<file path="src/rtl/core/lsh_ram.sv">
module lsh_ram #(
  parameter int unsigned Width = 8,
  parameter int unsigned Depth = 16
) (
  input  logic                     clk_i,
  input  logic                     we_i,
  input  logic [$clog2(Depth)-1:0] waddr_i,
  input  logic [Width-1:0]         wdata_i,
  input  logic                     re_i,
  input  logic [$clog2(Depth)-1:0] raddr_i,
  output logic [Width-1:0]         rdata_o
);

  logic [Width-1:0] mem [Depth];
  logic [Width-1:0] rdata_q;

  always_ff @(posedge clk_i) begin
    if (we_i) begin
      mem[waddr_i] <= wdata_i;
    end
  end

  // Read returns the old content on a same-address write
  always_ff @(posedge clk_i) begin
    if (re_i) begin
      rdata_q <= mem[raddr_i];
    end
  end

  assign rdata_o = rdata_q;

endmodule

</file>
<file path="config.mk">
export PLATFORM = sky130hd
export DESIGN_NAME = lsh_ram
export DESIGN_NICKNAME = d
export VERILOG_FILES = /design/src/rtl/core/lsh_ram.sv
export SDC_FILE = /design/constraint.sdc
export NUM_CORES = 1
export LEC_CHECK = 0
export ABC_CLOCK_PERIOD_IN_PS = 2450
export BUFFER_PORTS_ARGS = -buffer_cell sky130_fd_sc_hd__buf_2
export CORE_MARGIN = 4
export CORE_UTILIZATION = 63
export CTS_BUF_LIST = sky130_fd_sc_hd__clkbuf_8
export CTS_CLUSTER_DIAMETER = 60
export DETAILED_ROUTE_END_ITERATION = 8
export PLACE_DENSITY = 0.85
export SYNTH_ARGS = -nofsm -noshare
export SYNTH_HDL_FRONTEND = slang
export SYNTH_SLANG_ARGS = --single-unit
</file>
<file path="constraint.sdc">
create_clock -name clk_i -period 2.45 [get_ports clk_i]
set_input_delay 0.3675 -clock clk_i [delete_from_list [all_inputs] [get_ports clk_i]]
set_output_delay 0.3675 -clock clk_i [all_outputs]
set_load 0.02 [all_outputs]
</file>
==> results.txt <==
* Status: finished clean
- Number of placed instances, taps included: 367
* Antenna-violating nets left: 0
- FF-to-FF path depth: 3
* Setup Fix Bufs, Post-CTS: 0
- Pin count of the biggest net entering global routing: 33
* Post-synthesis cell type count: 18
* Beginning of the critical path: mem[9][3]
* Number of input and output port buffers inserted: 26
* Synthesized area per cell: 22.8 um^2
- Global routing finished with a remaining overflow of 0.
* Die X-Extent: 99.1 um
* Critical path endpoint category: register
* Final slew viol count: 0
* Total standard cell area after synthesis: 5230 um^2
- Placed wire-length estimate after detailed placement: 5980 um
* Number of standard cells in the final layout excluding fillers: just under 400
* Cells resized by post-CTS repair: 0
- Insertion delay to the later sink of the worst-skew pair: 0.42 ns
- For met3 alone, demand over resource in global routing was 0.0589.
- Critical path arrival: 1.79 ns
- For this design the top-level I/O count stands at 27.
* Final weighted congestion in routability-driven placement: 0.730
- Row count: 32
- Largest clock skew in the final design: 0.00813 ns
* Required time of the worst setup path: 2.61 ns
* Post-detailed-routing wire length: about 10000 um
* DRC violation count after routing: 0
- Critical path type: register to register
- Hold repair after CTS inserted 0 buffers.
- GR Util met1: 0.327
- In the final layout, the share of cells above drive strength 1 is 0.318.
- The worst register-to-register path ends at rdata_o[3].
* Sequential share of the synthesized area: 0.781
* Overall die area: 9820 um^2
* Max-capacitance violation count: 0
* Kind of start point of the critical path: register
* Initial Utilization: 0.663
* Clock tree from TritonCTS: built
- Combined global-route utilization of all metal layers: 0.232
- The number of hold violations in the final report is 0.
* First-pass GRT wire length: roughly 16000 um
- Slew at the pin with the worst max-slew slack: 0.851 ns
- Setup repair after global routing left no endpoint under its margin.
- Along the worst path, the maximum fanout reaches 1.
* Final total negative setup slack: 0 ns
* Yosys reg bits: 136
- Static timing analysis puts the maximum clock frequency at 616 MHz.
- Clock-pin slew was measured on the worst setup and hold paths at 0.07 ns.
- The worst-case IR drop observed on VDD is 0.394 mV.
* Buffer levels on the longest clock path: 2
- In this run the static leakage power is 0.00202 uW.
- In this run the register-to-register setup slack is between 0.8 and 0.9 ns.
- The detailed router placed approximately 2.6k vias in this run.
- Critical path endpoint: rdata_o[3]
- Yosys printed 0 warnings.
- In this run, the number of DRC markers left after iteration 0 of detailed routing was ~180.
- Number of diodes added for antenna fixing: 0
* GR peak layer: met2
* Most used cells in the layout excluding fill and tap cells: edfxtp_1, buf_2, mux4_2, buf_4, clkbuf_8
* Via count of the first global-routing pass: around 2.6k
- Area Overhead vs Synth: 14.1%
- From bottom edge to top edge, the die measures 99.1 um.
- The library cell used most frequently in the layout, excluding fill and tap cells, is edfxtp_1.
- Time the worst path needs with I/O delays and setup: ~1.6 ns
* TritonCTS buffer count: 17
- Fin nets: around 300
- Core utilization of the finished layout: 0.757
- TritonRoute pass-1 iters: 4
* Synthesized instance count: 229
* Total setup violations reported at the end of the flow: 0
* Final clock period utilization by the worst path: 0.663
- Met2 track utilization from global routing: 0.364
- Using the TritonRoute via totals, the vias-per-cell ratio works out to 6.41.
* H-tree depth: 4
* Number of antenna violations at the first check in global routing: 0
- For this design the ratio of total power to cell area is between 700 and 800 nW/um^2.
- In the final routed layout, each cell accounts on average for 25.8 um.
* Worst slew slack as a fraction of its limit: 0.431
- The startpoint identified for the worst register-to-register timing path is mem[9][3].
- In this run the worst hold path is classified as primary input to register.
- Core Region: approximately 8000 um^2
* Net count after synthesis: 248
- The root buffer cell chosen for the clock tree is clkbuf_8.
* Clock net sink count: ~140
[stage by stage]
stage | setup slack [ns] | hold WS (ns) | total power [uW] | area, um^2
finish | 0.826 | 0.327 | 4670 | 5970
global route | 0.819 | 0.294 | 4850 | 5970
CTS | 0.841 | 0.295 | 4710 | 5970
detailed placement | 0.466 | 0.748 | 2930 | 5570
global placement | 0.523 | 0.726 | 2920 | 5570
floorplan | 0.590 | 0.466 | 2830 | 5230
[worst max-delay path, stage by stage, from the launching register on]
cell,delay [ns]
edfxtp_1,0.42
mux4_1,0.59
a22oi_1,0.24
nand2_1,0.11
[routing by layer]
metal	wire length, um	share of wire	vias to the layer above
li1	-	-	1091
met2	5220	0.51	147
met5	0	0	-
met3	1010	0.099	16
met1	3820	0.37	1297
met4	211	0.021	0
[synth_stat cells (all sizes together)]
cell           number  share of area
edfxtp            136           0.78
mux4               32           0.15
a22oi              16          0.023
nor2               13         0.0093
nand2               9         0.0065
buf                 7          0.011
nor3                4         0.0038
clkdlybuf4s25       3         0.0057
nand2b              2         0.0024
nand3b              2         0.0029
and2                1         0.0012
and2b               1         0.0014
nand3               1        0.00096
nor2b               1         0.0012
or3b                1         0.0017
[state kept, by name, indices dropped and copies added, names as in the netlist]
register	count
mem	128
rdata_o	8
[area by class of cell]
cell class	instances	area (um^2)
Clock buffer	17	234
Clock inverter	14	159
Fill cell	389	1920
Multi-Input combinational cell	83	1060
Sequential cell	136	4080
Tap cell	102	128
Timing Repair Buffer	46	305
[how the worst min path moves through the flow]
stage / cells after the start / to / startpoint
after detailed placement: 3 / rdata_o[2] / mem[11][2]
after global routing: 1 / rdata_o[0] / re_i
after floorplan: 0 / mem[0][0] / wdata_i[0]
after global placement: 3 / rdata_o[2] / mem[8][2]
after CTS: 1 / mem[14][5] / wdata_i[5]
final: 1 / mem[15][3] / wdata_i[3]
[power by group]
| part | internal [uW] | switching (uW) | total, uW |
|---|---|---|---|
| registers | 2620 | 17.6 | 2640 |
| logic | 103 | 147 | 250 |
| clock network | 989 | 797 | 1790 |
[cells by family after synthesis]
| group | count (synthesis) | share of synthesized area |
|---|---|---|
| mux | 32 | 0.148 |
| buf+inv | 10 | 0.0165 |
| simple gates | 35 | 0.0314 |
| compound gates | 16 | 0.0230 |
| flops | 136 | 0.781 |
Power figures use the tool's default switching activity.
