==> config.mk <==
export PLATFORM = sky130hd
export DESIGN_NAME = lsh_cfg
export DESIGN_NICKNAME = d
export VERILOG_FILES = /design/src/rtl/core/lsh_pkg.sv /design/src/rtl/core/lsh_cfg.sv
export SDC_FILE = /design/constraint.sdc
export NUM_CORES = 1
export LEC_CHECK = 0
export BUFFER_PORTS_ARGS = -buffer_cell sky130_fd_sc_hd__buf_4
export CORE_UTILIZATION = 40
export DETAILED_ROUTE_END_ITERATION = 10
export PLACE_DENSITY = 0.83
export SLEW_MARGIN = 20
export SYNTH_ARGS = -nofsm -noshare
export SYNTH_HDL_FRONTEND = slang
export SYNTH_SLANG_ARGS = --single-unit
==> constraint.sdc <==
create_clock -name clk_i -period 0.95 [get_ports clk_i]
set_clock_uncertainty 0.05 [all_clocks]
set_input_delay 0.095 -clock clk_i [delete_from_list [all_inputs] [get_ports clk_i]]
set_output_delay 0.095 -clock clk_i [all_outputs]
set_load 0.02 [all_outputs]
==> src/rtl/core/lsh_pkg.sv <==
package lsh_pkg;

  // Build-time defaults
  localparam int unsigned LshMaxWidth    = 1024;
  localparam int unsigned LshMaxChannels = 3;

  // Fixed field widths
  localparam int unsigned LshRowW   = 16;
  localparam int unsigned LshPaddrW = 4;
  localparam int unsigned LshDataW  = 32;

  // Register map, index = paddr[3:2]
  localparam logic [1:0] RegImageWidth   = 2'd0;
  localparam logic [1:0] RegImageHeight  = 2'd1;
  localparam logic [1:0] RegChannelCount = 2'd2;

  localparam logic [10:0] ImageWidthReset   = 11'd640;
  localparam logic [15:0] ImageHeightReset  = 16'd480;
  localparam logic [1:0]  ChannelCountReset = 2'd3;

  // Item kinds
  localparam logic CmdPixel = 1'b0;
  localparam logic CmdDrain = 1'b1;

  typedef struct packed {
    logic       cmd;
    logic [7:0] in_ch0;
    logic [7:0] in_ch1;
    logic [7:0] in_ch2;
  } lsh_in_t;

  typedef struct packed {
    logic [7:0] out_ch0;
    logic [7:0] out_ch1;
    logic [7:0] out_ch2;
    logic       frame_end;
  } lsh_out_t;

  typedef struct packed {
    logic [10:0] image_width;
    logic [15:0] image_height;
    logic [1:0]  channel_count;
  } lsh_cfg_t;

  // Per-item decision handed from the position tracker to the window stage
  typedef struct packed {
    logic pixel;
    logic res_valid;
    logic interior;
    logic frame_end;
  } lsh_op_t;

endpackage

==> src/rtl/core/lsh_cfg.sv <==
module lsh_cfg (
  input  logic                          clk_i,
  input  logic                          rst_ni,
  input  logic                          psel,
  input  logic                          penable,
  input  logic                          pwrite,
  input  logic [lsh_pkg::LshPaddrW-1:0] paddr,
  input  logic [lsh_pkg::LshDataW-1:0]  pwdata,
  output logic [lsh_pkg::LshDataW-1:0]  prdata,
  output logic                          pready,
  output lsh_pkg::lsh_cfg_t             cfg_o
);
  import lsh_pkg::*;

  logic [10:0] width_q;
  logic [15:0] height_q;
  logic [1:0]  chan_q;
  logic        wr_en;
  logic [1:0]  reg_idx;

  assign pready  = 1'b1;
  assign wr_en   = psel && penable && pwrite && pready;
  assign reg_idx = paddr[3:2];

  always_ff @(posedge clk_i or negedge rst_ni) begin
    if (!rst_ni) begin
      width_q  <= ImageWidthReset;
      height_q <= ImageHeightReset;
      chan_q   <= ChannelCountReset;
    end else if (wr_en) begin
      case (reg_idx)
        RegImageWidth:   width_q  <= pwdata[10:0];
        RegImageHeight:  height_q <= pwdata[15:0];
        RegChannelCount: chan_q   <= pwdata[1:0];
        default: ;
      endcase
    end
  end

  always_comb begin
    case (reg_idx)
      RegImageWidth:   prdata = {21'd0, width_q};
      RegImageHeight:  prdata = {16'd0, height_q};
      RegChannelCount: prdata = {30'd0, chan_q};
      default:         prdata = '0;
    endcase
  end

  assign cfg_o = '{image_width: width_q, image_height: height_q, channel_count: chan_q};

endmodule

==> key figures <==
Timing
  – Worst Setup Slack, final: -373 ps
  – Final worst-path cycle share: 1.39
  – Max-slew violations: 0
  – Fmax achieved: ~760 MHz
  – Final Setup Violations: between 50 and 60
  – Hold Fails Final Rpt: 0
  – Unrepaired setup endpoints after global routing: true
  – Fin crit period: 1320 ps
  – Hold_ws: roughly 1.2 ps

Setup path
  – WP data arrival: between 1000 and 1500 ps
  – Critical path endpoint category: primary output
  – Startpoint Class: register
  – Worst Path Required: roughly 810 ps
  – CP Class: reg2out
  – CP max FO: 2

Die
  – Initial core utilization: 0.430
  – Die width: 62.9 µm
  – Die area: ~4000 µm²
  – Ports: a little over 100
  – Die Span Y: around 63 µm
  – Core area: 3440 µm²
  – Core Rows: 21

Placement
  – DP HPWL: 2620 µm
  – Port bufs: 67
  – Place WS: -292 ps
  – Routability cong.: about 0.7

Route
  – DRT iter0 DRCs: 51
  – Routed wire per std cell: ~18 µm
  – Mean number of vias per cell: 4.77
  – Final routed DRC violation total: 0
  – Routed vias: around 1300
  – Post-DRT Antenna Nets: 0
  – Drt pass-1 iters: 5
  – Final WL: 4800 µm

Yosys
  – Mapped Cells: approximately 120
  – Synth warn: 0
  – Average size of a mapped cell: between 10 and 15 µm²
  – Seq/Total Area, Yosys: 0.497
  – Yosys reg bits: 29
  – Synth cell types: 18
  – Mapped Area: 1480 µm²
  – Top-area cell type share of the netlist area: 0.355
  – Synth area leader: dfrtp_1
  – Synth top area cells: dfrtp_1 35%, mux2_2 22%, dfstp_2 14%, buf_4 9.1%, mux2i_1 7.4%

CTS
  – Worst-path clk slew: approximately 80 ps
  – Clk_lat worst skew: 270 ps
  – H-tree depth: 2
  – CTS tree: yes
  – Maximum buffer depth of the clock tree: 2
  – CTS buffer count: 5
  – Clk root buf: clkbuf_8
  – Clock sinks: 29

Power and ir drop
  – Leakage power: roughly 0.0014 µW
  – Pwr Density: 2120 nW/µm²
  – Max VDD drop: 0.00144 V

GRT
  – Grt ovf: 0
  – Tot GR Track Use: 0.229
  – Largest net degree at the start of global routing: 30
  – Initial antenna violation count: 0
  – Vias in the first global route: 1384
  – First-pass GRT wire length: roughly 7000 µm

Finish
  – Layout cells sized above 1: 0.757
  – Final nets: between 200 and 300
  – Area grow syn2layout: 86.0%
  – Antenna Cells: 0

Status
  – Failing checks: negative setup slack
  – Outcome: finished with violations

Min path
  – Hold Path Class: in2reg

Run
  – MaxCap Viol Count: 0
## worst max-delay path: stages, from the launching register on
cell	delay (ps)
dfstp_2	550
mux2i_1	110
nor2_2	120
buf_6	130
## routing by layer
| metal | track usage | share of wire | up-vias |
|---|---|---|---|
| li1 | - | - | 577 |
| met2 | 0.424 | 0.55 | 63 |
| met5 | 0 | 0 | - |
| met1 | 0.258 | 0.38 | 649 |
| met4 | 0.0523 | 0.016 | 0 |
| met3 | 0.0639 | 0.054 | 8 |
## synthesized netlist by cell type
master	count
nand3_2	1
buf_8	1
dfrtp_1	21
conb_1	2
clkbuf_1	1
nor2_1	9
nor3b_4	1
mux2_2	29
nor3_1	1
nor2b_1	2
o21ai_0	2
buf_4	18
or3b_1	1
mux2i_1	11
nand2_1	2
buf_2	2
dfstp_2	8
and2_1	5
## kinds of logic (layout without fill, tap and decap cells)
| kind of cell | count (synthesis) | count (layout) | synth area share |
|---|---|---|---|
| DFF | 29 | 29 | 0.497 |
| muxes | 40 | 40 | 0.295 |
| and+or+nand+nor | 22 | 22 | 0.0861 |
| AOI/OAI and AO/OA | 2 | 2 | 0.00676 |
| other | 2 | 17 | 0.00507 |
| buffers and inverters | 22 | 116 | 0.111 |
## sequential cells by signal, summed over array words and instances, names as in the netlist
| signal | flops |
|---|---|
| height_q | 16 |
| width_q | 11 |
| chan_q | 2 |
## cell type report
cell class | count | area [µm²]
Sequential cell | 29 | 736
Tap cell | 46 | 57.6
Timing Repair Buffer | 108 | 1090
Clock buffer | 7 | 96.3
Clock inverter | 1 | 5.00
Multi-Input combinational cell | 81 | 766
Fill cell | 189 | 687
## through the flow
stage / utilization / cells / power, µW / setup TNS [ps] / area, µm²
floorplan: - / 132 / 2880 / -4970 / 1610
global placement: 0.611 / 237 / 3710 / -6940 / 2100
detailed placement: 0.611 / 237 / 3760 / -7470 / 2100
CTS: 0.737 / 261 / 5480 / -7010 / 2540
global route: 0.800 / 272 / 6120 / -9730 / 2760
finish: 0.800 / 272 / 5850 / -7950 / 2760
## power breakdown
group / total, µW / switching (µW) / internal [µW]
Sequential: 1860 / 271 / 1580
Clock: 1130 / 477 / 654
Combinational: 2870 / 1210 / 1660
## final timing paths
kind                              start      endpoint  slack [ps]  depth (start not counted)
setup / recovery             width_q[9]     prdata[9]        -370                          3
hold / removal                pwdata[8]   height_q[8]           1                          2
setup reg to reg           height_q[12]  height_q[12]         -80                          2
hold reg to reg              width_q[8]    width_q[8]         520                          1
max in group asynchronous        rst_ni     chan_q[0]         310                          2
min in group asynchronous        rst_ni    width_q[2]         220                          2
## cells in the final DEF (no fill, tap or decap), types with 7 or more instances in the layout
cell,netlist,layout
buf_4,18,30
buf_6,0,71
clkbuf_8,0,7
conb_1,2,17
dfrtp_1,21,21
dfstp_2,8,8
mux2_2,29,14
mux2_4,0,15
mux2i_1,11,10
nor2_2,0,9
## repair_timing
| item | CTS | global route |
|---|---|---|
| setup endpoints to repair | 46 | 58 |
| resized for setup | 55 | 41 |
| pin swaps | 1 | 5 |
| cloned | 0 | 1 |
| buffers inserted | 13 | 13 |
| hold buffers | 3 | 2 |
| endpoints found under the hold margin | 31 | 2 |
Power figures use the tool's default switching activity.
