[config.mk]
export PLATFORM = sky130hd
export DESIGN_NAME = lsh_ctrl
export DESIGN_NICKNAME = d
export VERILOG_FILES = /design/src/rtl/core/lsh_pkg.sv /design/src/rtl/core/lsh_ctrl.sv
export SDC_FILE = /design/constraint.sdc
export NUM_CORES = 1
export LEC_CHECK = 0
export CORE_AREA = 3 3 96 98
export DETAILED_ROUTE_END_ITERATION = 8
export DIE_AREA = 0 0 99 101
export DONT_BUFFER_PORTS = 1
export GPL_ROUTABILITY_DRIVEN = 0
export GPL_TIMING_DRIVEN = 0
export HOLD_SLACK_MARGIN = 0.02
export MAX_ROUTING_LAYER = met4
export PLACE_DENSITY_LB_ADDON = 0.05
export REMOVE_ABC_BUFFERS = 1
export SLEW_MARGIN = 25
export SYNTH_ARGS = -nofsm -noshare
export SYNTH_HDL_FRONTEND = slang
export SYNTH_SLANG_ARGS = --single-unit
[constraint.sdc]
create_clock -name clk_i -period 6 [get_ports clk_i]
set_input_delay 0.3 -clock clk_i [delete_from_list [all_inputs] [get_ports clk_i]]
set_output_delay 0.3 -clock clk_i [all_outputs]
set_load 0.01 [all_outputs]
[src/rtl/core/lsh_pkg.sv]
package lsh_pkg;

  // Build-time defaults
  localparam int unsigned LshMaxWidth    = 1024;
  localparam int unsigned LshMaxChannels = 3;

  // Fixed field widths
  localparam int unsigned LshRowW   = 16;
  localparam int unsigned LshPaddrW = 4;
  localparam int unsigned LshDataW  = 32;

  // Register map, index = paddr[3:2]
  localparam logic [1:0] RegImageWidth   = 2'd0;
  localparam logic [1:0] RegImageHeight  = 2'd1;
  localparam logic [1:0] RegChannelCount = 2'd2;

  localparam logic [10:0] ImageWidthReset   = 11'd640;
  localparam logic [15:0] ImageHeightReset  = 16'd480;
  localparam logic [1:0]  ChannelCountReset = 2'd3;

  // Item kinds
  localparam logic CmdPixel = 1'b0;
  localparam logic CmdDrain = 1'b1;

  typedef struct packed {
    logic       cmd;
    logic [7:0] in_ch0;
    logic [7:0] in_ch1;
    logic [7:0] in_ch2;
  } lsh_in_t;

  typedef struct packed {
    logic [7:0] out_ch0;
    logic [7:0] out_ch1;
    logic [7:0] out_ch2;
    logic       frame_end;
  } lsh_out_t;

  typedef struct packed {
    logic [10:0] image_width;
    logic [15:0] image_height;
    logic [1:0]  channel_count;
  } lsh_cfg_t;

  // Per-item decision handed from the position tracker to the window stage
  typedef struct packed {
    logic pixel;
    logic res_valid;
    logic interior;
    logic frame_end;
  } lsh_op_t;

endpackage

[src/rtl/core/lsh_ctrl.sv]
module lsh_ctrl #(
  parameter int unsigned MaxWidth = lsh_pkg::LshMaxWidth
) (
  input  logic                        clk_i,
  input  logic                        rst_ni,
  input  lsh_pkg::lsh_cfg_t           cfg_i,
  input  logic                        accept_i,
  input  logic                        cmd_i,
  output lsh_pkg::lsh_op_t            op_o,
  output logic [$clog2(MaxWidth)-1:0] col_o
);
  import lsh_pkg::*;

  localparam int unsigned ColW = $clog2(MaxWidth);
  localparam int unsigned WW   = $clog2(MaxWidth + 1);

  logic [ColW-1:0]    col_q, col_d;
  logic [LshRowW-1:0] row_q, row_d;
  logic [WW-1:0]      drain_q, drain_d;

  logic [WW-1:0]      eff_w;
  logic [LshRowW-1:0] eff_h;
  logic [WW:0]        w_plus1;
  logic [WW:0]        drain_inc;
  logic [ColW-1:0]    pos_col;
  logic [LshRowW-1:0] pos_row;
  logic [WW-1:0]      col_inc;
  lsh_op_t            op;

  always_comb begin
    if (cfg_i.image_width == 11'd0) begin
      eff_w = WW'(1);
    end else if (32'(cfg_i.image_width) > MaxWidth) begin
      eff_w = WW'(MaxWidth);
    end else begin
      eff_w = WW'(cfg_i.image_width);
    end
    eff_h = (cfg_i.image_height == '0) ? LshRowW'(1) : cfg_i.image_height;
  end

  assign w_plus1   = {1'b0, eff_w} + (WW+1)'(1);
  assign drain_inc = {1'b0, drain_q} + (WW+1)'(1);

  always_comb begin
    op      = '0;
    col_d   = col_q;
    row_d   = row_q;
    drain_d = drain_q;
    pos_col = col_q;
    pos_row = row_q;
    col_inc = '0;
    if (cmd_i == CmdPixel) begin
      op.pixel = 1'b1;
      // A finished frame restarts; a column past a narrowed width wraps
      if (row_q >= eff_h) begin
        pos_col = '0;
        pos_row = '0;
        drain_d = '0;
      end else if (WW'(col_q) >= eff_w) begin
        pos_col = '0;
        pos_row = row_q + LshRowW'(1);
        if (pos_row >= eff_h) begin
          pos_row = '0;
          drain_d = '0;
        end
      end
      op.res_valid = (pos_row >= LshRowW'(2)) ||
                     ((pos_row == LshRowW'(1)) && (pos_col != '0));
      op.interior  = (pos_row >= LshRowW'(2)) && (pos_col >= ColW'(2));
      col_inc = WW'(pos_col) + WW'(1);
      if (col_inc >= eff_w) begin
        col_d = '0;
        row_d = pos_row + LshRowW'(1);
      end else begin
        col_d = col_inc[ColW-1:0];
        row_d = pos_row;
      end
    end else if (row_q >= eff_h) begin
      if ({1'b0, drain_q} >= w_plus1) begin
        col_d   = '0;
        row_d   = '0;
        drain_d = '0;
      end else begin
        // Short frames have no result for the first drain tick
        op.res_valid = (eff_h >= LshRowW'(2)) || (drain_q != '0);
        op.frame_end = (drain_q == eff_w);
        if (drain_inc >= w_plus1) begin
          col_d   = '0;
          row_d   = '0;
          drain_d = '0;
        end else begin
          drain_d = drain_inc[WW-1:0];
        end
      end
    end
  end

  always_ff @(posedge clk_i or negedge rst_ni) begin
    if (!rst_ni) begin
      col_q   <= '0;
      row_q   <= '0;
      drain_q <= '0;
    end else if (accept_i) begin
      col_q   <= col_d;
      row_q   <= row_d;
      drain_q <= drain_d;
    end
  end

  assign op_o  = op;
  assign col_o = pos_col;

endmodule

==> flow_summary.html, run 1 <==
<table>
<tr><th>Metric</th><th>Value</th></tr>
<tr><th colspan="2">Logic synthesis</th></tr>
<tr><td>Flops &amp; latches, synth</td><td>37</td></tr>
<tr><td>Number of instances in the synthesized netlist</td><td>693</td></tr>
<tr><td>Predominant post-synthesis flop cell</td><td>dfrtp_1</td></tr>
<tr><td>Fraction of the mapped netlist area in compound gates</td><td>0.230</td></tr>
<tr><td>Number of warning messages in the yosys log</td><td>0</td></tr>
<tr><td>Post-synth top area cell</td><td>ha_1</td></tr>
<tr><td>Leading cell types by total area after synthesis</td><td>ha_1 (20%), dfrtp_1 (17%), xnor2_1 (5.3%)</td></tr>
<tr><td>Multiplexer fraction of the synthesized cell area</td><td>0</td></tr>
<tr><td>Adder and majority cell fraction of the synthesized area</td><td>0.200</td></tr>
<tr><td>Most used standard cell by instance count after synthesis</td><td>ha_1</td></tr>
<tr><td>Average instance area after synthesis</td><td>approximately 8 um2</td></tr>
<tr><td>Summed instance area of the synthesized netlist</td><td>5440 um2</td></tr>
<tr><td>Number of flops mapped to enable cells by yosys</td><td>0</td></tr>
<tr><td>List of most frequent post-synthesis cells</td><td>ha_1 (87), nand2_1 (68), nor2_1 (46), inv_1 (45), dfrtp_1 (37)</td></tr>
<tr><td>XOR/XNOR Fraction of Synth Area</td><td>0.0757</td></tr>
<tr><td>Fraction of the mapped netlist area in simple logic gates</td><td>0.262</td></tr>
<tr><td>Register area share after synthesis</td><td>0.170</td></tr>
<tr><td>Top cell type's share of synthesized area</td><td>0.200</td></tr>
<tr><td>Combinational family with the most area after synthesis</td><td>simple AND/OR/NAND/NOR gates</td></tr>
<tr><td>Number of different library cells in the post-synthesis netlist</td><td>75</td></tr>
<tr><td>Async set-or-reset flop fraction in the synthesized netlist</td><td>1.00</td></tr>
<tr><th colspan="2">Clock network</th></tr>
<tr><td>H-tree depth</td><td>2</td></tr>
<tr><td>Number of buffers created by CTS</td><td>5</td></tr>
<tr><td>Clock slew seen by the registers of the worst setup and hold paths</td><td>roughly 0.080 ns</td></tr>
<tr><td>Clock tree from TritonCTS</td><td>done</td></tr>
<tr><td>Clock root buffer</td><td>clkbuf_8</td></tr>
<tr><td>Clock network latency to the later pin of the worst-skew pair</td><td>0.29 ns</td></tr>
<tr><td>CTS max path bufs</td><td>2</td></tr>
<tr><td>Clk sinks</td><td>37</td></tr>
<tr><th colspan="2">STA</th></tr>
<tr><td>Max Clock Freq</td><td>0.175 GHz</td></tr>
<tr><td>Time the worst path needs with I/O delays and setup</td><td>5.72 ns</td></tr>
<tr><td>Skew final</td><td>0.00584 ns</td></tr>
<tr><td>Worst slew slack as a fraction of its limit</td><td>0.530</td></tr>
<tr><td>Finish-stage setup viols</td><td>0</td></tr>
<tr><td>Final-report max-slew violation count</td><td>0</td></tr>
<tr><td>Worst-case setup margin in the final layout</td><td>0.280 ns</td></tr>
<tr><td>Final worst path period share</td><td>0.953</td></tr>
<tr><td>Worst Hold Margin</td><td>0.103 ns</td></tr>
<tr><td>Final hold violations</td><td>0</td></tr>
<tr><td>Transition time at the pin with the least slew margin</td><td>approximately 0.70 ns</td></tr>
<tr><th colspan="2">Detailed routing</th></tr>
<tr><td>Remaining antenna violation count after routing</td><td>0</td></tr>
<tr><td>Number of vias per cell</td><td>6.72</td></tr>
<tr><td>Total DRC errors in the routed layout</td><td>0</td></tr>
<tr><td>Iteration-0 DRC count of the detailed router</td><td>243</td></tr>
<tr><td>Total vias in the final route</td><td>5308</td></tr>
<tr><td>TritonRoute pass-1 iters</td><td>5</td></tr>
<tr><td>Average wire per cell in the routed design</td><td>approximately 19 um</td></tr>
<tr><td>Final WL</td><td>roughly 15000 um</td></tr>
<tr><th colspan="2">Setup path</th></tr>
<tr><td>Type of the setup path with the least slack</td><td>reg2reg</td></tr>
<tr><td>Category of the worst setup path launch point</td><td>flop</td></tr>
<tr><td>Signal arrival time at the worst endpoint</td><td>5.90 ns</td></tr>
<tr><td>Worst R2R Setup Slack</td><td>between 0.2 and 0.3 ns</td></tr>
<tr><td>Type of destination of the critical path</td><td>flop</td></tr>
<tr><td>Slowest stage delay, CP</td><td>around 0.56 ns</td></tr>
<tr><td>CP Cell Sequence</td><td>ha_1 -&gt; and3_1 -&gt; a22o_1 -&gt; o21ai_2 -&gt; nand2_4 -&gt; nor2_4 -&gt; nand2_1 -&gt; inv_1 -&gt; ha_1 -&gt; nand2_1 -&gt; nor2_1 -&gt; xnor2_1 -&gt; nor2_1 -&gt; ha_1 -&gt; or4_1 -&gt; nand3_1 -&gt; a21oi_1 -&gt; nand2_1 -&gt; o21a_1 -&gt; or3_1 -&gt; or3_1 -&gt; or4_1 -&gt; a32o_1</td></tr>
<tr><td>Required time at the worst-slack endpoint</td><td>a little over 6 ns</td></tr>
<tr><td>Max FO, Critical Path</td><td>11</td></tr>
<tr><td>Library cell contributing the largest single delay on the critical path</td><td>or4_1</td></tr>
<tr><th colspan="2">Final layout</th></tr>
<tr><td>Antenna diodes</td><td>0</td></tr>
<tr><td>Post-layout nets</td><td>roughly 800</td></tr>
<tr><td>Final design area excluding fillers</td><td>between 5000 and 6000 um2</td></tr>
<tr><td>Area added between synthesis and finish</td><td>4.72%</td></tr>
<tr><td>Share of final-layout standard cells stronger than drive strength 1</td><td>0.0733</td></tr>
<tr><th colspan="2">Outcome</th></tr>
<tr><td>Run status</td><td>finished clean</td></tr>
<tr><th colspan="2">Job</th></tr>
<tr><td>Number of maximum-capacitance violations</td><td>0</td></tr>
<tr><th colspan="2">Global routing</th></tr>
<tr><td>Pin count of the biggest net entering global routing</td><td>38</td></tr>
<tr><td>Total congestion overflow after global routing</td><td>0</td></tr>
<tr><td>Combined global-route utilization of all metal layers</td><td>0.305</td></tr>
<tr><td>Number of global-route vias before repair</td><td>5158</td></tr>
<tr><td>Antenna violations before repair</td><td>0</td></tr>
<tr><td>Wire length of the first global-routing pass</td><td>approximately 25000 um</td></tr>
<tr><th colspan="2">Power</th></tr>
<tr><td>Worst VDD drop</td><td>0.271 mV</td></tr>
<tr><td>Total power draw</td><td>between 1.5 and 2 mW</td></tr>
<tr><td>Power per cell area</td><td>314 nW/um2</td></tr>
<tr><td>Leakage power of the design</td><td>2.48 nW</td></tr>
<tr><th colspan="2">Placed design</th></tr>
<tr><td>Placed Area</td><td>5430 um2</td></tr>
<tr><td>Worst setup timing slack at the placement stage</td><td>-1.22 ns</td></tr>
<tr><td>Final HPWL DP</td><td>11400 um</td></tr>
<tr><td>Port-buffer cells</td><td>0</td></tr>
<tr><th colspan="2">Floorplan</th></tr>
<tr><td>Site row count</td><td>34</td></tr>
<tr><td>X dimension of the die</td><td>99 um</td></tr>
<tr><td>Effective utilization at floorplan</td><td>0.636</td></tr>
<tr><td>Die Span Y</td><td>101 um</td></tr>
<tr><td>Boundary pin count</td><td>47</td></tr>
<tr><td>Area of the core</td><td>8550 um2</td></tr>
<tr><td>Floorplan die area</td><td>10000 um2</td></tr>
<tr><th colspan="2">Hold path</th></tr>
<tr><td>Worst min-delay path category</td><td>in2reg</td></tr>
</table>
[flip-flops by register name, indices dropped and copies added (netlist names)]
register  cells
col_q        10
drain_q      11
row_q        16
[critical path: cells and delay by family, from the launching register on]
family,cells,cell delay [ns]
flops,1,0.50
buf+inv,1,0.13
compound gates,5,1.23
fa+ha+maj,3,0.88
xor+xnor,1,0.13
simple gates,13,2.73
[path summary, 6_finish.rpt]
path                                start        end  cells past startpoint
min in group asynchronous          rst_ni  row_q[12]                      2
max in group asynchronous          rst_ni   row_q[0]                      2
worst min register to register  row_q[15]  row_q[15]                      2
worst max-delay path             col_q[6]  row_q[13]                     23
worst max register to register   col_q[6]  row_q[13]                     23
worst min-delay path                cmd_i   row_q[2]                      1
[routing by layer]
| metal | share of wire | GRT usage |
|---|---|---|
| met4 | 0.027 | 0.101 |
| met2 | 0.49 | 0.526 |
| met3 | 0.066 | 0.0318 |
| met1 | 0.42 | 0.374 |
| met5 | 0 | - |
[final cells by class]
class,instances,area (um2)
Multi-Input combinational cell,578,4270
Fill cell,753,2860
Sequential cell,37,927
Inverter,46,173
Tap cell,108,135
Timing Repair Buffer,13,110
Clock buffer,6,72.6
Clock inverter,2,10.0
[power by group]
part	switching, mW	total (mW)	internal, mW
registers	0.167	0.479	0.312
logic	0.667	1.14	0.469
clock network	0.0914	0.172	0.0806
[cell usage in the layout (no fill, tap or decap), types with 3 or more instances in the layout]
cell,instances
a21oi_1,22
or3_1,8
or4_1,8
a31oi_1,4
nand4_1,13
a32oi_1,4
ha_1,87
nor2b_1,13
a2111oi_0,4
a21o_1,13
a221oi_1,3
o31ai_1,9
a211oi_1,6
a32o_1,5
xnor2_1,33
o211ai_1,7
buf_4,10
nand2b_1,16
o21ai_1,3
nand2_1,66
nor3_1,16
a41oi_1,3
a22oi_1,7
nor4_2,3
nor4b_1,3
nor2_1,45
xor2_1,14
dfrtp_1,36
and4_1,3
nor4_1,15
nand3_1,27
and3_1,13
o21ai_0,34
a22o_1,12
clkbuf_8,5
o21ai_2,4
o21a_1,8
inv_1,45
[what timing repair did]
| action | CTS | global route |
|---|---|---|
| pin swaps | 1 | 7 |
| cloned | 0 | 0 |
| buffers inserted | 2 | 6 |
| resized for setup | 4 | 13 |
| hold buffers | 2 | 0 |
| setup endpoints to repair | 26 | 19 |
| endpoints found under the hold margin | 37 | 0 |
[kinds of logic (layout without fill, tap and decap cells)]
logic type / Yosys count / count (layout)
simple gates: 269 / 269
compound gates: 174 / 174
fa+ha+maj: 87 / 87
buf+inv: 78 / 67
xor+xnor: 47 / 47
flops: 37 / 37
other cells: 1 / 1
[through the flow]
| step | TNS (ns) | cells | utilization |
|---|---|---|---|
| after floorplan | 0 | 661 | - |
| after global placement | -16.90 | 769 | 0.633 |
| after detailed placement | -19.01 | 772 | 0.635 |
| after CTS | 0 | 784 | 0.652 |
| after global routing | -0.0188 | 790 | 0.666 |
| final | 0 | 790 | 0.666 |
Power figures use the tool's default switching activity.
==> run 2, diff against run 1 <==
CORE_AREA = 3 3 139 141   (was 3 3 96 98)
CTS_BUF_LIST = sky130_fd_sc_hd__clkbuf_16   (was default)
DIE_AREA = 0 0 142 144   (was 0 0 99 101)
==> flow_summary.html, run 2 (synthesis gave the netlist of run 1 again) <==
<table>
<tr><th>Metric</th><th>Value</th></tr>
<tr><th colspan="2">Outcome</th></tr>
<tr><td>Run status</td><td>finished clean</td></tr>
<tr><th colspan="2">Final layout</th></tr>
<tr><td>Final std cells w/o fill</td><td>914 (+16%)</td></tr>
<tr><td>Post-layout nets</td><td>804 (+0.37%)</td></tr>
<tr><td>Number of fill cells</td><td>1941 (+160%)</td></tr>
<tr><td>Leading cell types in the layout, fill and taps excluded</td><td>ha_1 (87), nand2_1 (66), inv_1 (46)</td></tr>
<tr><td>Largest registers ranked by flip-flop count</td><td>row_q (16), drain_q (11), col_q (10)</td></tr>
<tr><td>Register ranked first by flip-flop count</td><td>row_q</td></tr>
<tr><td>Antenna diodes</td><td>0 (unchanged)</td></tr>
<tr><td>Share of final-layout standard cells stronger than drive strength 1</td><td>0.0905 (+0.0172)</td></tr>
<tr><td>Most common cell after layout, fill and taps aside</td><td>ha_1</td></tr>
<tr><td>Flip-flop count of the largest register, all copies and words added</td><td>16 (unchanged)</td></tr>
<tr><td>Area added between synthesis and finish</td><td>9.46%</td></tr>
<tr><th colspan="2">STA</th></tr>
<tr><td>Worst slew slack as a fraction of its limit</td><td>0.475 (-0.0551)</td></tr>
<tr><td>Final worst path period share</td><td>0.931 (-0.0225)</td></tr>
<tr><td>Final-report max-slew violation count</td><td>0 (unchanged)</td></tr>
<tr><td>Worst-case setup margin in the final layout</td><td>0.415 ns (+0.135 ns)</td></tr>
<tr><td>Skew final</td><td>0.00588 ns (+0.0000459 ns)</td></tr>
<tr><td>RSZ-0062 raised after global routing</td><td>false</td></tr>
<tr><td>Time the worst path needs with I/O delays and setup</td><td>5.59 ns (-0.135 ns)</td></tr>
<tr><td>Finish-stage setup viols</td><td>0 (unchanged)</td></tr>
<tr><td>Final hold violations</td><td>0 (unchanged)</td></tr>
<tr><td>Transition time at the pin with the least slew margin</td><td>0.785 ns (+0.0812 ns)</td></tr>
<tr><td>Max Clock Freq</td><td>0.179 GHz (+2.4%)</td></tr>
<tr><td>Setup total negative slack</td><td>0 ns (unchanged)</td></tr>
<tr><th colspan="2">Setup path</th></tr>
<tr><td>Cell seen most often among critical-path stages</td><td>ha_1</td></tr>
<tr><td>Type of destination of the critical path</td><td>flop</td></tr>
<tr><td>Worst R2R Setup Slack</td><td>0.44 ns (+0.16 ns)</td></tr>
<tr><td>End of the worst register-to-register path</td><td>row_q[13]</td></tr>
<tr><td>Largest delay contributor family on the critical path</td><td>simple AND/OR/NAND/NOR gates</td></tr>
<tr><td>Required time at the worst-slack endpoint</td><td>6.17 ns (about the same)</td></tr>
<tr><td>Worst Reg2Reg Path Length in Cells</td><td>24 (+4.3%)</td></tr>
<tr><td>Buf/Inv on CP</td><td>1 (unchanged)</td></tr>
<tr><td>Type of the setup path with the least slack</td><td>in2reg</td></tr>
<tr><td>Max FO, Critical Path</td><td>7 (-4)</td></tr>
<tr><td>Worst flop-to-flop path startpoint</td><td>row_q[0]</td></tr>
<tr><td>Slowest stage delay, CP</td><td>0.53 ns (-0.03 ns)</td></tr>
<tr><td>Signal arrival time at the worst endpoint</td><td>5.76 ns (-0.14 ns)</td></tr>
<tr><td>Category of the worst setup path launch point</td><td>primary input</td></tr>
<tr><td>Library cell contributing the largest single delay on the critical path</td><td>or4_1</td></tr>
<tr><th colspan="2">Power</th></tr>
<tr><td>Leakage power of the design</td><td>2.53 nW (+1.9%)</td></tr>
<tr><td>Worst VDD drop</td><td>0.197 mV (-27%)</td></tr>
<tr><td>Total power draw</td><td>1.91 mW (+6.8%)</td></tr>
<tr><td>Power per cell area</td><td>321 nW/um2 (+2.1%)</td></tr>
<tr><th colspan="2">Global routing</th></tr>
<tr><td>Number of global-route vias before repair</td><td>5183 (+0.48%)</td></tr>
<tr><td>Total congestion overflow after global routing</td><td>0 (unchanged)</td></tr>
<tr><td>Antenna violations before repair</td><td>0 (unchanged)</td></tr>
<tr><td>Wire length of the first global-routing pass</td><td>28400 um (+16%)</td></tr>
<tr><td>Pin count of the biggest net entering global routing</td><td>38 (unchanged)</td></tr>
<tr><td>Combined global-route utilization of all metal layers</td><td>0.179 (-0.127)</td></tr>
<tr><th colspan="2">Floorplan</th></tr>
<tr><td>Site row count</td><td>49 (+44%)</td></tr>
<tr><td>Floorplan die area</td><td>20400 um2 (+100%)</td></tr>
<tr><td>Area of the core</td><td>18100 um2 (+110%)</td></tr>
<tr><td>Effective utilization at floorplan</td><td>0.301 (-0.335)</td></tr>
<tr><td>X dimension of the die</td><td>142 um (+43%)</td></tr>
<tr><td>Boundary pin count</td><td>47 (unchanged)</td></tr>
<tr><td>Die Span Y</td><td>144 um (+43%)</td></tr>
<tr><th colspan="2">Hold path</th></tr>
<tr><td>Worst min-delay path category</td><td>in2reg</td></tr>
<tr><td>Instance count along the most critical hold path</td><td>1 (unchanged)</td></tr>
<tr><td>Worst Hold End</td><td>row_q[2]</td></tr>
<tr><td>Origin of the worst min-delay path</td><td>cmd_i</td></tr>
<tr><th colspan="2">Clock network</th></tr>
<tr><td>H-tree depth</td><td>2 (unchanged)</td></tr>
<tr><td>Number of buffers created by CTS</td><td>5 (unchanged)</td></tr>
<tr><td>Clk sinks</td><td>37 (unchanged)</td></tr>
<tr><td>Clock network latency to the later pin of the worst-skew pair</td><td>0.29 ns (about the same)</td></tr>
<tr><td>Clock root buffer</td><td>clkbuf_16</td></tr>
<tr><td>Clock slew seen by the registers of the worst setup and hold paths</td><td>0.06 ns (-0.02 ns)</td></tr>
<tr><td>Clock tree from TritonCTS</td><td>done</td></tr>
<tr><td>CTS max path bufs</td><td>2 (unchanged)</td></tr>
<tr><th colspan="2">Placed design</th></tr>
<tr><td>Worst setup timing slack at the placement stage</td><td>-1.13 ns (+0.0891 ns)</td></tr>
<tr><td>Port-buffer cells</td><td>0 (unchanged)</td></tr>
<tr><td>Dpl cells</td><td>893 (+16%)</td></tr>
<tr><td>Final HPWL DP</td><td>13800 um (+21%)</td></tr>
<tr><th colspan="2">Detailed routing</th></tr>
<tr><td>Iteration-0 DRC count of the detailed router</td><td>268 (+10%)</td></tr>
<tr><td>Average wire per cell in the routed design</td><td>19.0 um (+1.3%)</td></tr>
<tr><td>Remaining antenna violation count after routing</td><td>0 (unchanged)</td></tr>
<tr><td>Number of vias per cell</td><td>5.65 (-16%)</td></tr>
<tr><td>Total DRC errors in the routed layout</td><td>0 (unchanged)</td></tr>
<tr><td>TritonRoute pass-1 iters</td><td>5 (unchanged)</td></tr>
<tr><td>Final WL</td><td>17400 um (+17%)</td></tr>
<tr><td>Total vias in the final route</td><td>5168 (-2.6%)</td></tr>
<tr><th colspan="2">Job</th></tr>
<tr><td>Number of maximum-capacitance violations</td><td>0 (unchanged)</td></tr>
</table>
run 2: worst max-delay path by stage:
stage,from,endpoint,cells past startpoint
after floorplan,cfg_i[25],row_q[13],26
after global placement,cfg_i[3],row_q[13],26
after detailed placement,cfg_i[3],row_q[13],26
after CTS,cfg_i[3],row_q[13],26
after global routing,row_q[4],op_o[2],17
final,cfg_i[14],row_q[13],26
run 2: through the flow:
step / hold slack, ns / area [um2] / util
floorplan: 0.00441 / 5280 / -
global route: 0.107 / 5950 / 0.329
finish: 0.110 / 5950 / 0.329
CTS: 0.100 / 5810 / 0.321
global placement: 0.00583 / 5560 / 0.308
detailed placement: 0.00592 / 5590 / 0.309
run 2: where the power goes:
group | leakage [nW] | internal [mW] | switching [mW]
Sequential | 0.464 | 0.313 | 0.172
Clock | 0.0748 | 0.151 | 0.110
Combinational | 1.99 | 0.474 | 0.686
run 2: worst reg2reg max path, stage by stage (launching register included):
cell and delay, ns:
dfrtp_2 0.47, inv_1 0.21, ha_1 0.28, nand2b_1 0.15, a211oi_1 0.27, o211a_1 0.27
o21ai_4 0.12, nor2_4 0.21, nand2_2 0.13, inv_1 0.11, ha_1 0.23, nand2_1 0.13
nor2_1 0.13, xnor2_1 0.12, nor2_1 0.08, ha_1 0.29, or4_1 0.10, nand3_1 0.07
a21oi_1 0.16, nand2_1 0.11, o21a_2 0.26, or3_1 0.40, or3_4 0.38, or4_1 0.53
a32o_1 0.26
run 2: final cells by class:
type                            count  area [um2]  area share
Multi-Input combinational cell    578        4280       0.720
Sequential cell                    37         931       0.156
Tap cell                          229         287      0.0481
Inverter                           46         173      0.0290
Timing Repair Buffer               16         140      0.0235
Clock buffer                        5         125      0.0210
Clock inverter                      3        13.8     0.00231
run 2: per-layer routing:
layer,part of all wire,global-route usage
met3,0.043,0.0245
met4,0.014,0.0404
met5,0,-
met2,0.48,0.294
met1,0.46,0.234
run 2: what timing repair did:
action,CTS,global route
endpoints found under the hold margin,37,0
buffers inserted,2,9
gates resized for setup,6,18
hold buffers,2,0
gates cloned,0,0
endpoints found under the setup margin,28,18
pin swaps,2,9
